## config.mk

```make
export PLATFORM = sky130hd
export DESIGN_NAME = traceroute_reply_classifier
export DESIGN_NICKNAME = d
export VERILOG_FILES = /design/src/design/trc_pkg.sv /design/src/design/trc_decode.sv /design/src/design/trc_counters.sv /design/src/design/traceroute_reply_classifier.sv
export SDC_FILE = /design/constraint.sdc
export NUM_CORES = 1
export LEC_CHECK = 0
export BUFFER_PORTS_ARGS = -buffer_cell sky130_fd_sc_hd__buf_2
export CORE_MARGIN = 2
export CORE_UTILIZATION = 50
export CTS_BUF_LIST = sky130_fd_sc_hd__clkbuf_4 sky130_fd_sc_hd__clkbuf_8
export CTS_CLUSTER_SIZE = 40
export DETAILED_ROUTE_END_ITERATION = 12
export MAX_ROUTING_LAYER = met4
export PLACE_DENSITY = 0.73
export SETUP_SLACK_MARGIN = 0.2
export SYNTH_ARGS = -nofsm -noshare
export SYNTH_HDL_FRONTEND = slang
export SYNTH_HIERARCHICAL = 1
export SYNTH_SLANG_ARGS = --single-unit
```

## constraint.sdc

```tcl
create_clock -name clk_i -period 11.35 [get_ports clk_i]
set_input_delay 0.5675 -clock clk_i [delete_from_list [all_inputs] [get_ports clk_i]]
set_output_delay 0.5675 -clock clk_i [all_outputs]
set_load 0.01 [all_outputs]
```

## src/design/trc_pkg.sv

```systemverilog
package trc_pkg;

  // Timestamp slot; the rtt field spans exactly one slot.
  localparam int unsigned TsSlot = 65536;

  localparam logic [15:0] MinReplyBytes    = 16'd56;
  localparam logic [5:0]  MaxHops          = 6'd32;
  localparam logic [7:0]  TypeUnreach      = 8'd3;
  localparam logic [7:0]  TypeTimeExceeded = 8'd11;
  localparam logic [7:0]  CodeTtlInTransit = 8'd0;
  // Unreachable codes that mark a reply from the destination itself.
  localparam logic [7:0]  CodeDestFirst    = 8'd1;
  localparam logic [7:0]  CodeDestLast     = 8'd3;

  // Configuration register indexes.
  localparam int unsigned CfgIdxW = 1;
  localparam int unsigned CfgDataW = 16;
  localparam logic [CfgIdxW-1:0] CfgChecksumOffset = 1'd0;
  localparam logic [CfgIdxW-1:0] CfgTtlOffset      = 1'd1;

  typedef enum logic [2:0] {
    StReported    = 3'd0,
    StIgnored     = 3'd1,
    StPortMismatch = 3'd2,
    StOtherUnreach = 3'd3,
    StOtherType   = 3'd4,
    StAbnormal    = 3'd5
  } status_e;

  // Input word payload, last field in the lowest bits.
  typedef struct packed {
    logic [15:0] now_ms;
    logic [7:0]  quoted_ttl;
    logic [15:0] quoted_ip_len;
    logic [15:0] quoted_ip_id;
    logic [15:0] quoted_src_port;
    logic [31:0] quoted_dest_addr;
    logic [31:0] responder_addr;
    logic [7:0]  reply_code;
    logic [7:0]  reply_type;
    logic [15:0] packet_length;
  } in_data_t;

  typedef struct packed {
    logic     is_icmp;
    in_data_t data;
  } item_t;

  typedef struct packed {
    logic [CfgDataW-1:0] checksum_offset;
    logic [7:0]          ttl_offset;
  } cfg_t;

  // Per-word result, excluding the counters.
  typedef struct packed {
    status_e     status;
    logic [31:0] destination;
    logic [31:0] responder;
    logic [7:0]  distance;
    logic [15:0] rtt;
    logic        from_destination;
  } res_t;

  typedef struct packed {
    logic mismatch;
    logic abnormal;
    logic other;
  } cnt_inc_t;

  typedef struct packed {
    logic [31:0] other_count;
    logic [31:0] abnormal_count;
    logic [31:0] mismatch_count;
  } cnt_t;

  // Output word payload, last field in the lowest bits.
  typedef struct packed {
    logic [31:0] other_count;
    logic [31:0] abnormal_count;
    logic [31:0] mismatch_count;
    logic [15:0] rtt;
    logic [7:0]  distance;
    logic [31:0] responder;
    logic [31:0] destination;
  } out_data_t;

  typedef struct packed {
    logic    from_destination;
    status_e status;
  } out_user_t;

  localparam int unsigned InDataW   = $bits(in_data_t);
  localparam int unsigned OutDataW  = $bits(out_data_t);
  localparam int unsigned OutUserW  = $bits(out_user_t);

endpackage

```

## src/design/trc_decode.sv

```systemverilog
module trc_decode (
  input  trc_pkg::item_t    item_i,
  input  trc_pkg::cfg_t     cfg_i,
  output trc_pkg::res_t     res_o,
  output trc_pkg::cnt_inc_t inc_o
);
  import trc_pkg::*;

  logic [16:0]        fold_sum;
  logic [15:0]        fold;
  logic [15:0]        exp_port;
  logic [15:0]        sent;
  logic [16:0]        rtt_diff;
  logic [5:0]         init_base;
  logic [8:0]         init_ttl;
  logic signed [10:0] dist_unreach;
  logic signed [10:0] dist_te;
  logic signed [10:0] hop_dist;
  logic signed [10:0] lo_bound;
  logic signed [10:0] hi_bound;
  logic               is_dest_unreach;
  logic               is_time_exceeded;
  logic               out_of_range;
  in_data_t           d;

  assign d = item_i.data;

  always_comb begin
    // Expected source port: ones-complement fold of the address halves.
    fold_sum = {1'b0, d.quoted_dest_addr[31:16]} + {1'b0, d.quoted_dest_addr[15:0]};
    fold     = fold_sum[15:0] + 16'(fold_sum[16]);
    exp_port = ~fold + cfg_i.checksum_offset;

    sent     = {d.quoted_ip_len[6:1], d.quoted_ip_id[15:6]};
    rtt_diff = 17'(d.now_ms) + 17'(TsSlot) - 17'(sent);

    init_base = (d.quoted_ip_id[4:0] == 5'd0) ? MaxHops : {1'b0, d.quoted_ip_id[4:0]};
    init_ttl  = 9'(init_base) + 9'(cfg_i.ttl_offset);

    dist_unreach = $signed({2'b00, init_ttl}) - $signed({3'b000, d.quoted_ttl}) + 11'sd1;
    dist_te      = $signed({2'b00, init_ttl});
    lo_bound     = $signed({3'b000, cfg_i.ttl_offset});
    hi_bound     = $signed(11'(MaxHops) + {3'b000, cfg_i.ttl_offset});

    is_dest_unreach  = (d.reply_type == TypeUnreach) &&
                       (d.reply_code inside {[CodeDestFirst:CodeDestLast]});
    is_time_exceeded = (d.reply_type == TypeTimeExceeded) &&
                       (d.reply_code == CodeTtlInTransit);
    hop_dist         = is_dest_unreach ? dist_unreach : dist_te;
    out_of_range     = (hop_dist <= lo_bound) || (hop_dist > hi_bound);

    res_o = '0;
    inc_o = '0;
    if (!item_i.is_icmp || (d.packet_length < MinReplyBytes)) begin
      res_o.status = StIgnored;
    end else if (exp_port != d.quoted_src_port) begin
      res_o.status   = StPortMismatch;
      inc_o.mismatch = 1'b1;
    end else begin
      res_o.destination = d.quoted_dest_addr;
      res_o.responder   = d.responder_addr;
      res_o.rtt         = 16'(rtt_diff % 17'(TsSlot));
      if (is_dest_unreach || is_time_exceeded) begin
        if (out_of_range) begin
          res_o.status   = StAbnormal;
          inc_o.abnormal = 1'b1;
        end else begin
          res_o.status           = StReported;
          res_o.distance         = hop_dist[7:0];
          res_o.from_destination = is_dest_unreach;
        end
      end else if (d.reply_type == TypeUnreach) begin
        res_o.status = StOtherUnreach;
      end else begin
        res_o.status = StOtherType;
        inc_o.other  = 1'b1;
      end
    end
  end

endmodule

```

## src/design/trc_counters.sv

```systemverilog
module trc_counters (
  input  logic              clk_i,
  input  logic              rst_ni,
  input  logic              en_i,
  input  trc_pkg::cnt_inc_t inc_i,
  output trc_pkg::cnt_t     cnt_o
);
  import trc_pkg::*;

  logic [31:0] mismatch_q, mismatch_d;
  logic [31:0] abnormal_q, abnormal_d;
  logic [31:0] other_q, other_d;

  // Each counter sticks at all ones once it gets there.
  always_comb begin
    mismatch_d = mismatch_q;
    abnormal_d = abnormal_q;
    other_d    = other_q;
    if (en_i && inc_i.mismatch && (mismatch_q != '1)) mismatch_d = mismatch_q + 32'd1;
    if (en_i && inc_i.abnormal && (abnormal_q != '1)) abnormal_d = abnormal_q + 32'd1;
    if (en_i && inc_i.other && (other_q != '1))       other_d    = other_q + 32'd1;
  end

  always_ff @(posedge clk_i or negedge rst_ni) begin
    if (!rst_ni) begin
      mismatch_q <= '0;
      abnormal_q <= '0;
      other_q    <= '0;
    end else begin
      mismatch_q <= mismatch_d;
      abnormal_q <= abnormal_d;
      other_q    <= other_d;
    end
  end

  assign cnt_o.mismatch_count = mismatch_q;
  assign cnt_o.abnormal_count = abnormal_q;
  assign cnt_o.other_count    = other_q;

endmodule

```

## src/design/traceroute_reply_classifier.sv

```systemverilog
// Traceroute reply classifier.
// The slave stream carries one word per received reply: tuser holds the
// ICMP socket flag and tdata the reply length, outer ICMP type and code, the
// responder address and the quoted probe fields with the current time. The
// master stream returns one word per reply: tuser holds the status and the
// destination-unreachable flag, tdata the decoded report and the three
// saturating counters as they stand once that reply has been counted.
// The configuration channel writes checksum_offset (index 0) and ttl_offset
// (index 1); it is always ready, and writes are expected only while no word
// is in flight. Writes to any other index are dropped.
// An accepted word is latched in the input register, and its result is
// latched in the result register once that register is free, and then
// offered on the master stream. One word can be accepted every cycle while
// the receiver keeps taking results; the decode between the two registers
// is a single shallow pass of adders and compares.
// Reset clears both valid flags, the configuration registers and the
// counters. When the receiver stalls, the result word holds, the input
// register still takes a word while the result register is occupied, and
// only then does tready fall.
module traceroute_reply_classifier (
  input  logic                          clk_i,
  input  logic                          rst_ni,
  // Slave stream.
  input  logic                          s_axis_tvalid_i,
  output logic                          s_axis_tready_o,
  // tdata, low bit up: packet_length, reply type, reply code, responder_addr,
  // quoted_dest_addr, quoted_src_port, quoted_ip_id, quoted_ip_len,
  // quoted_ttl, now_ms.
  input  logic [trc_pkg::InDataW-1:0]   s_axis_tdata_i,
  // tuser: is_icmp.
  input  logic                          s_axis_tuser_i,
  // Master stream.
  output logic                          m_axis_tvalid_o,
  input  logic                          m_axis_tready_i,
  // tdata, low bit up: destination, responder, distance, rtt,
  // mismatch_count, abnormal_count, other_count.
  output logic [trc_pkg::OutDataW-1:0]  m_axis_tdata_o,
  // tuser, low bit up: status, from_destination.
  output logic [trc_pkg::OutUserW-1:0]  m_axis_tuser_o,
  // Configuration write channel.
  input  logic                          cfg_valid_i,
  output logic                          cfg_ready_o,
  input  logic [trc_pkg::CfgIdxW-1:0]   cfg_index_i,
  input  logic [trc_pkg::CfgDataW-1:0]  cfg_data_i
);
  import trc_pkg::*;

  cfg_t     cfg_q;
  item_t    item_q;
  logic     in_valid_q;
  res_t     res_q;
  logic     out_valid_q;
  res_t     res;
  cnt_inc_t inc;
  cnt_t     cnt;
  logic     out_free;
  logic     advance;
  logic     s_accept;
  out_data_t out_data;
  out_user_t out_user;

  assign cfg_ready_o = 1'b1;

  always_ff @(posedge clk_i or negedge rst_ni) begin
    if (!rst_ni) begin
      cfg_q <= '0;
    end else if (cfg_valid_i) begin
      case (cfg_index_i)
        CfgChecksumOffset: cfg_q.checksum_offset <= cfg_data_i;
        CfgTtlOffset:      cfg_q.ttl_offset      <= cfg_data_i[7:0];
        default: ;
      endcase
    end
  end

  // The result register is free when empty or being drained this cycle.
  assign out_free        = !out_valid_q || m_axis_tready_i;
  assign advance         = in_valid_q && out_free;
  assign s_axis_tready_o = !in_valid_q || out_free;
  assign s_accept        = s_axis_tvalid_i && s_axis_tready_o;

  always_ff @(posedge clk_i or negedge rst_ni) begin
    if (!rst_ni) begin
      in_valid_q  <= 1'b0;
      out_valid_q <= 1'b0;
    end else begin
      if (s_axis_tready_o) in_valid_q <= s_axis_tvalid_i;
      if (out_free)        out_valid_q <= in_valid_q;
    end
  end

  always_ff @(posedge clk_i) begin
    if (s_accept) begin
      item_q.is_icmp <= s_axis_tuser_i;
      item_q.data    <= in_data_t'(s_axis_tdata_i);
    end
    if (advance) res_q <= res;
  end

  trc_decode u_decode (
    .item_i (item_q),
    .cfg_i  (cfg_q),
    .res_o  (res),
    .inc_o  (inc)
  );

  // Counters move only when a word enters the result register, so they
  // always match the word on offer.
  trc_counters u_counters (
    .clk_i  (clk_i),
    .rst_ni (rst_ni),
    .en_i   (advance),
    .inc_i  (inc),
    .cnt_o  (cnt)
  );

  always_comb begin
    out_data.destination    = res_q.destination;
    out_data.responder      = res_q.responder;
    out_data.distance       = res_q.distance;
    out_data.rtt            = res_q.rtt;
    out_data.mismatch_count = cnt.mismatch_count;
    out_data.abnormal_count = cnt.abnormal_count;
    out_data.other_count    = cnt.other_count;
    out_user.status           = res_q.status;
    out_user.from_destination = res_q.from_destination;
  end

  assign m_axis_tvalid_o = out_valid_q;
  assign m_axis_tdata_o  = out_data;
  assign m_axis_tuser_o  = out_user;

endmodule

```

==> results of run 1 <==
how the worst max path moves through the flow:
| stage | start | end | slack [ns] | depth (start not counted) |
|---|---|---|---|---|
| after floorplan | item_q[64]$_DFFE_PP_ | u_counters/other_q[22]$_DFFE_PN0P_ | 3.50 | 35 |
| after global placement | item_q[64]$_DFFE_PP_ | u_counters/other_q[29]$_DFFE_PN0P_ | 2.49 | 34 |
| after detailed placement | item_q[64]$_DFFE_PP_ | u_counters/other_q[29]$_DFFE_PN0P_ | 2.41 | 34 |
| after CTS | item_q[64]$_DFFE_PP_ | u_counters/other_q[29]$_DFFE_PN0P_ | 2.36 | 34 |
| after global routing | item_q[64]$_DFFE_PP_ | u_counters/other_q[29]$_DFFE_PN0P_ | 1.73 | 34 |
| final | item_q[64]$_DFFE_PP_ | u_counters/other_q[29]$_DFFE_PN0P_ | 2.38 | 34 |
sequential cells by signal, summed over array words and instances, names as in the netlist:
signal / flops
cfg_q: 24
in_valid_q: 1
item_q: 155
m_axis_tdata_o: 88
m_axis_tuser_o: 4
m_axis_tvalid_o: 1
u_counters/abnormal_q: 32
u_counters/mismatch_q: 32
u_counters/other_q: 32
worst max-delay path, delay by kind of cell (launching register included):
family	cells	cell delay, ns
flops	1	0.42
fa+ha+maj	4	1.32
compound gates	10	2.43
buf+inv	1	0.25
simple gates	16	3.82
xor+xnor	3	0.58
final cells by class:
class,instances,area [sq um],area share
clock buffer,86,1080,0.0497
tap,461,577,0.0266
clock inverter,25,275,0.0127
sequential,369,10500,0.483
timing repair buffer,375,1900,0.0878
inverter,66,248,0.0114
antenna,15,37.5,0.00173
multi-input combinational,988,7110,0.328
routing by layer:
layer | vias to the layer above | part of all wire | track usage | routed length [um]
li1 | 6145 | - | - | -
met1 | 6185 | 0.41 | 0.293 | 18100
met2 | 493 | 0.47 | 0.385 | 20800
met3 | 90 | 0.087 | 0.0765 | 3860
met4 | 0 | 0.035 | 0.0922 | 1530
met5 | - | 0 | - | 0
timing repair:
item                                    4_1_cts  5_1_grt
hold buffers                                  1        0
endpoints found under the hold margin        46        0
endpoints found under the setup margin        0        0
setup buffers                                 0        0
resized for setup                             0        0
per-stage QoR:
stage | cells | cell area [sq um] | power [mW] | hold WS, ns | worst slack [ns]
4_1_cts | 2370 | 21700 | 3.64 | 0.0127 | 2.36
2_1_floorplan | 1451 | 18000 | 2.13 | 0.272 | 3.50
6_report | 2385 | 21700 | 3.61 | 0.0784 | 2.38
5_1_grt | 2385 | 21700 | 3.80 | 0.0251 | 1.73
3_5_place_dp | 2258 | 20300 | 2.34 | 0.486 | 2.41
3_3_place_gp | 2258 | 20300 | 2.32 | 0.468 | 2.49
report_power, final:
part | internal [mW] | total [mW] | switching [mW]
clock | 0.748 | 1.29 | 0.539
combinational | 0.313 | 0.744 | 0.430
sequential | 1.53 | 1.58 | 0.0469
total | 2.59 | 3.61 | 1.02
==> flow_summary.ini, run 1 <==
[job]
drv_cap = 0

[drt]
dr.first_iter.drc_count = 656
vias = 12900
ant_nets = 0
viasPerCell = 5.41
finalWirelength_um = 44300
wire_per_inst_um = 18.6
drc = 0
drt_pass1_iterations = 7

[sta]
slew-limit-headroom = 0.275
finalClockSkew_ns = 0.0268
worstMarginPinSlew_ns = 1.08
rsz0062_at_grt = no
maxClockFrequency_mhz = 111
finalCritPeriodShare = 0.790
setup_tns_ns = 0
fin_crit_ns = 8.97
setup_viol = 0
drv_slew = 0
finalHoldViolations = 0

[critical_path]
worstPathRequired_ns = 11.89
timing.critical_path.mode_cell = ha_1
end_kind = flop
cp_max_fo = 25
r2r-end = u_counters/other_q[29]$_DFFE_PN0P_
crit_path_max_incr_delay_ns = 0.61
startpoint_type = flop
worst_r2r_path_depth = 34
reg2reg_from = item_q[64]$_DFFE_PP_
setup.worst_path.class = reg -> reg
slowest_stage = or4_4
worstPathArrival_ns = 9.51
r2r_slack_ns = 2.38

[floorplanning]
die_h_um = 193
num_rows = 69
coreArea_sq_mm = 0.0355
start_util = 0.506
num_io_pins = 382
fp.dieW_um = 193
dieArea_sq_mm = 0.0374

[status]
status = completed

[global_routing]
grt.total_usage = 0.243
overflow = 0
antenna_found_initial = 15
grt_max_degree = 77
grt_pass1_vias = 13100
grt_pass1_wl_um = 69900

[hold_path]
hold_class = in -> reg
worstHoldStart = s_axis_tdata_i[144]
min_to = item_q[144]$_DFFE_PP_
holdPathStages = 1

[finish]
nets = 2135
postLayoutCoreUtil = 0.611
final_cell_mix = 365 x buf_2, 247 x edfxtp_1, 122 x dfrtp_1, 92 x xnor2_1, 91 x nor2_1
drive_gt1_frac = 0.284
layout_commonest_cell = buf_2
syn2layout_area_growth_pct = 20.8
fill_cells = 2803

[logic_synthesis]
ys_warn_count = 6
synth_cells = 1451
syn_avg_cell_area_sq_um = 12.4
syn-cell-area_sq_mm = 0.0180
synth_fp_nets = 1725

[placement]
hpwlAfterDp_um = 32400
portBuffers = 366
gp_congestion = 0.897

[clocking]
clock_path_buffers = 3
cts-htree-levels = 2
numCtsBuffers = 61
clk_latency_ns = 0.66
clock-sinks = 369
cts_root_buffer = clkbuf_8
cts_tree = built
path_clk_slew_ns = 0.06

[power]
ir_worst_vdd_mv = 0.123
p_leak_nw = 9.54
power.density_mw_per_mm2 = 166
No activity file was read; power rests on OpenSTA's default activity.
==> run 2, diff against run 1 <==
==> constraint.sdc (replaced) <==
create_clock -name clk_i -period 8.4 [get_ports clk_i]
set_input_delay 0.42 -clock clk_i [delete_from_list [all_inputs] [get_ports clk_i]]
set_output_delay 0.42 -clock clk_i [all_outputs]
set_load 0.01 [all_outputs]
==> run 2 against run 1 <==
Power grew 40%. Cell count grew 7.3%. First-iteration DRC count grew 18%. Wire length grew 8.8%. Die area is the same. Fmax grew 15%. Register-to-register slack lost 1.8 ns. Clock power grew 41%. Highest routed layer unchanged. Largest cell class unchanged. Global-route usage grew 2.2 points. Critical path depth shrank 1. Core utilization grew 5.5 points.
==> flow_summary.ini, run 2 (synthesis results as in run 1) <==
[status]
status = completed

[finish]
final_cell_mix = 365 x buf_2, 247 x edfxtp_1, 172 x dlygate4sd3_1, 122 x dfrtp_1
syn2layout_area_growth_pct = 31.8
largest_reg_flops = 155
top_register = item_q
drive_gt1_frac = 0.275
nets = 2316
layout_commonest_cell = buf_2

[clocking]
clk_latency_ns = 0.65
path_clk_slew_ns = 0.06
numCtsBuffers = 61
cts-htree-levels = 2
cts_tree = built
clock_path_buffers = 3
clock-sinks = 369
cts_root_buffer = clkbuf_8

[floorplanning]
start_util = 0.506
num_rows = 69
num_io_pins = 382
dieArea_sq_mm = 0.0374
fp.dieW_um = 193
die_h_um = 193
coreArea_sq_mm = 0.0355

[global_routing]
grt_pass1_wl_um = 76500
overflow = 0
grt.total_usage = 0.265
grt_max_degree = 81
antenna_found_initial = 3
grt_pass1_vias = 14100

[placement]
hpwlAfterDp_um = 32200
gp_congestion = 0.919
dp_slack_ns = 0.133
portBuffers = 366

[power]
sw_frac_of_total = 0.284
p_int_mw = 3.63
switchingPower_mw = 1.44
power_frac_clock = 0.359
p_leak_nw = 10.4
power_frac_comb = 0.220
ir_worst_vdd_mv = 0.202
seq_power_share = 0.421
power.density_mw_per_mm2 = 214

[sta]
maxClockFrequency_mhz = 129
worstMarginPinSlew_ns = 1.15
slew-limit-headroom = 0.229
drv_slew = 0
finalClockSkew_ns = 0.0205
setup_viol = 0
finalWorstSetupSlack_ns = 0.621
setup_tns_ns = 0
finalCritPeriodShare = 0.926
rsz0062_at_grt = no
fin_crit_ns = 7.78
finalHoldViolations = 0

[critical_path]
crit_path_max_incr_delay_ns = 0.60
startpoint_type = flop
cpLargestDelayFamily = simple AND/OR/NAND/NOR gates
worstPathRequired_ns = 8.94
cp_num_buf_inv = 0
end_kind = flop
cp_max_fo = 4
worstPathArrival_ns = 8.32
slowest_stage = or4_4
setup.worst_path.class = reg -> reg

[drt]
dr.first_iter.drc_count = 775
ant_nets = 0
finalWirelength_um = 48200
drc = 0
drt_pass1_iterations = 8
wire_per_inst_um = 18.8
vias = 13700
viasPerCell = 5.36

[hold_path]
hold_class = in -> reg

[job]
drv_cap = 0
run 2: cell types whose count changed in the layout (fill, tap and decap cells not counted), moves of 3 or more:
cell           before  now
diode_2            15    5
clkbuf_8           69   74
buf_4               9   18
dlygate4sd3_1       1  172
clkinv_2            9    6
ha_1               78   75
run 2: metrics by stage:
| stage | total power [mW] | cell area, sq um | instances | utilization | hold WS [ns] |
|---|---|---|---|---|---|
| 3_5_place_dp | 3.17 | 20300 | 2265 | 0.573 | 0.478 |
| 3_3_place_gp | 3.14 | 20300 | 2265 | 0.573 | 0.466 |
| 6_report | 5.07 | 23700 | 2560 | 0.667 | 0.0720 |
| 2_1_floorplan | 2.87 | 18000 | 1451 | - | 0.124 |
| 4_1_cts | 5.07 | 23500 | 2552 | 0.663 | 0.00658 |
| 5_1_grt | 5.31 | 23700 | 2558 | 0.667 | 0.0270 |
run 2: path summary, 6_finish.rpt:
kind	start	to	slack, ns	cells past startpoint
setup / recovery	item_q[64]$_DFFE_PP_	u_counters/other_q[29]$_DFFE_PN0P_	0.62	33
hold / removal	cfg_data_i[6]	cfg_q[14]$_DFFE_PN0P_	0.07	2
setup reg to reg	item_q[64]$_DFFE_PP_	u_counters/other_q[29]$_DFFE_PN0P_	0.62	33
hold reg to reg	u_counters/other_q[31]$_DFFE_PN0P_	u_counters/other_q[31]$_DFFE_PN0P_	0.50	1
max in group asynchronous	rst_ni	u_counters/mismatch_q[18]$_DFFE_PN0P_	6.59	3
min in group asynchronous	rst_ni	cfg_q[17]$_DFFE_PN0P_	0.34	2
run 2: layout make-up:
type / count / area, sq um
Tap cell: 461 / 577
Sequential cell: 369 / 10500
Antenna cell: 5 / 12.5
Timing Repair Buffer: 556 / 3690
Fill cell: 2536 / 11800
Multi-Input combinational cell: 988 / 7230
Inverter: 66 / 248
Clock buffer: 93 / 1160
Clock inverter: 22 / 269
run 2: layer usage:
| metal | wire [um] | part of all wire | vias to the layer above | GRT usage |
|---|---|---|---|---|
| li1 | - | - | 6513 | - |
| met4 | 1580 | 0.033 | 0 | 0.0995 |
| met1 | 19600 | 0.41 | 6571 | 0.321 |
| met3 | 3510 | 0.073 | 98 | 0.0624 |
| met5 | 0 | 0 | - | - |
| met2 | 23500 | 0.49 | 546 | 0.433 |
run 2: power groups by stage:
stage	Combinational, mW	Sequential, mW	Clock, mW
after floorplan	0.694	2.18	0
after global placement	0.979	2.16	0
after detailed placement	1.00	2.17	0
after CTS	1.08	2.13	1.85
after global routing	1.23	2.15	1.94
final	1.11	2.13	1.82
run 2: what timing repair did:
item                       4_1_cts  5_1_grt
hold buffers                   172        0
pin swaps                        0        5
cloned                           0        1
buffers inserted                 0        2
resized for setup                4       23
setup endpoints to repair       23       79
hold endpoints to repair       218        0
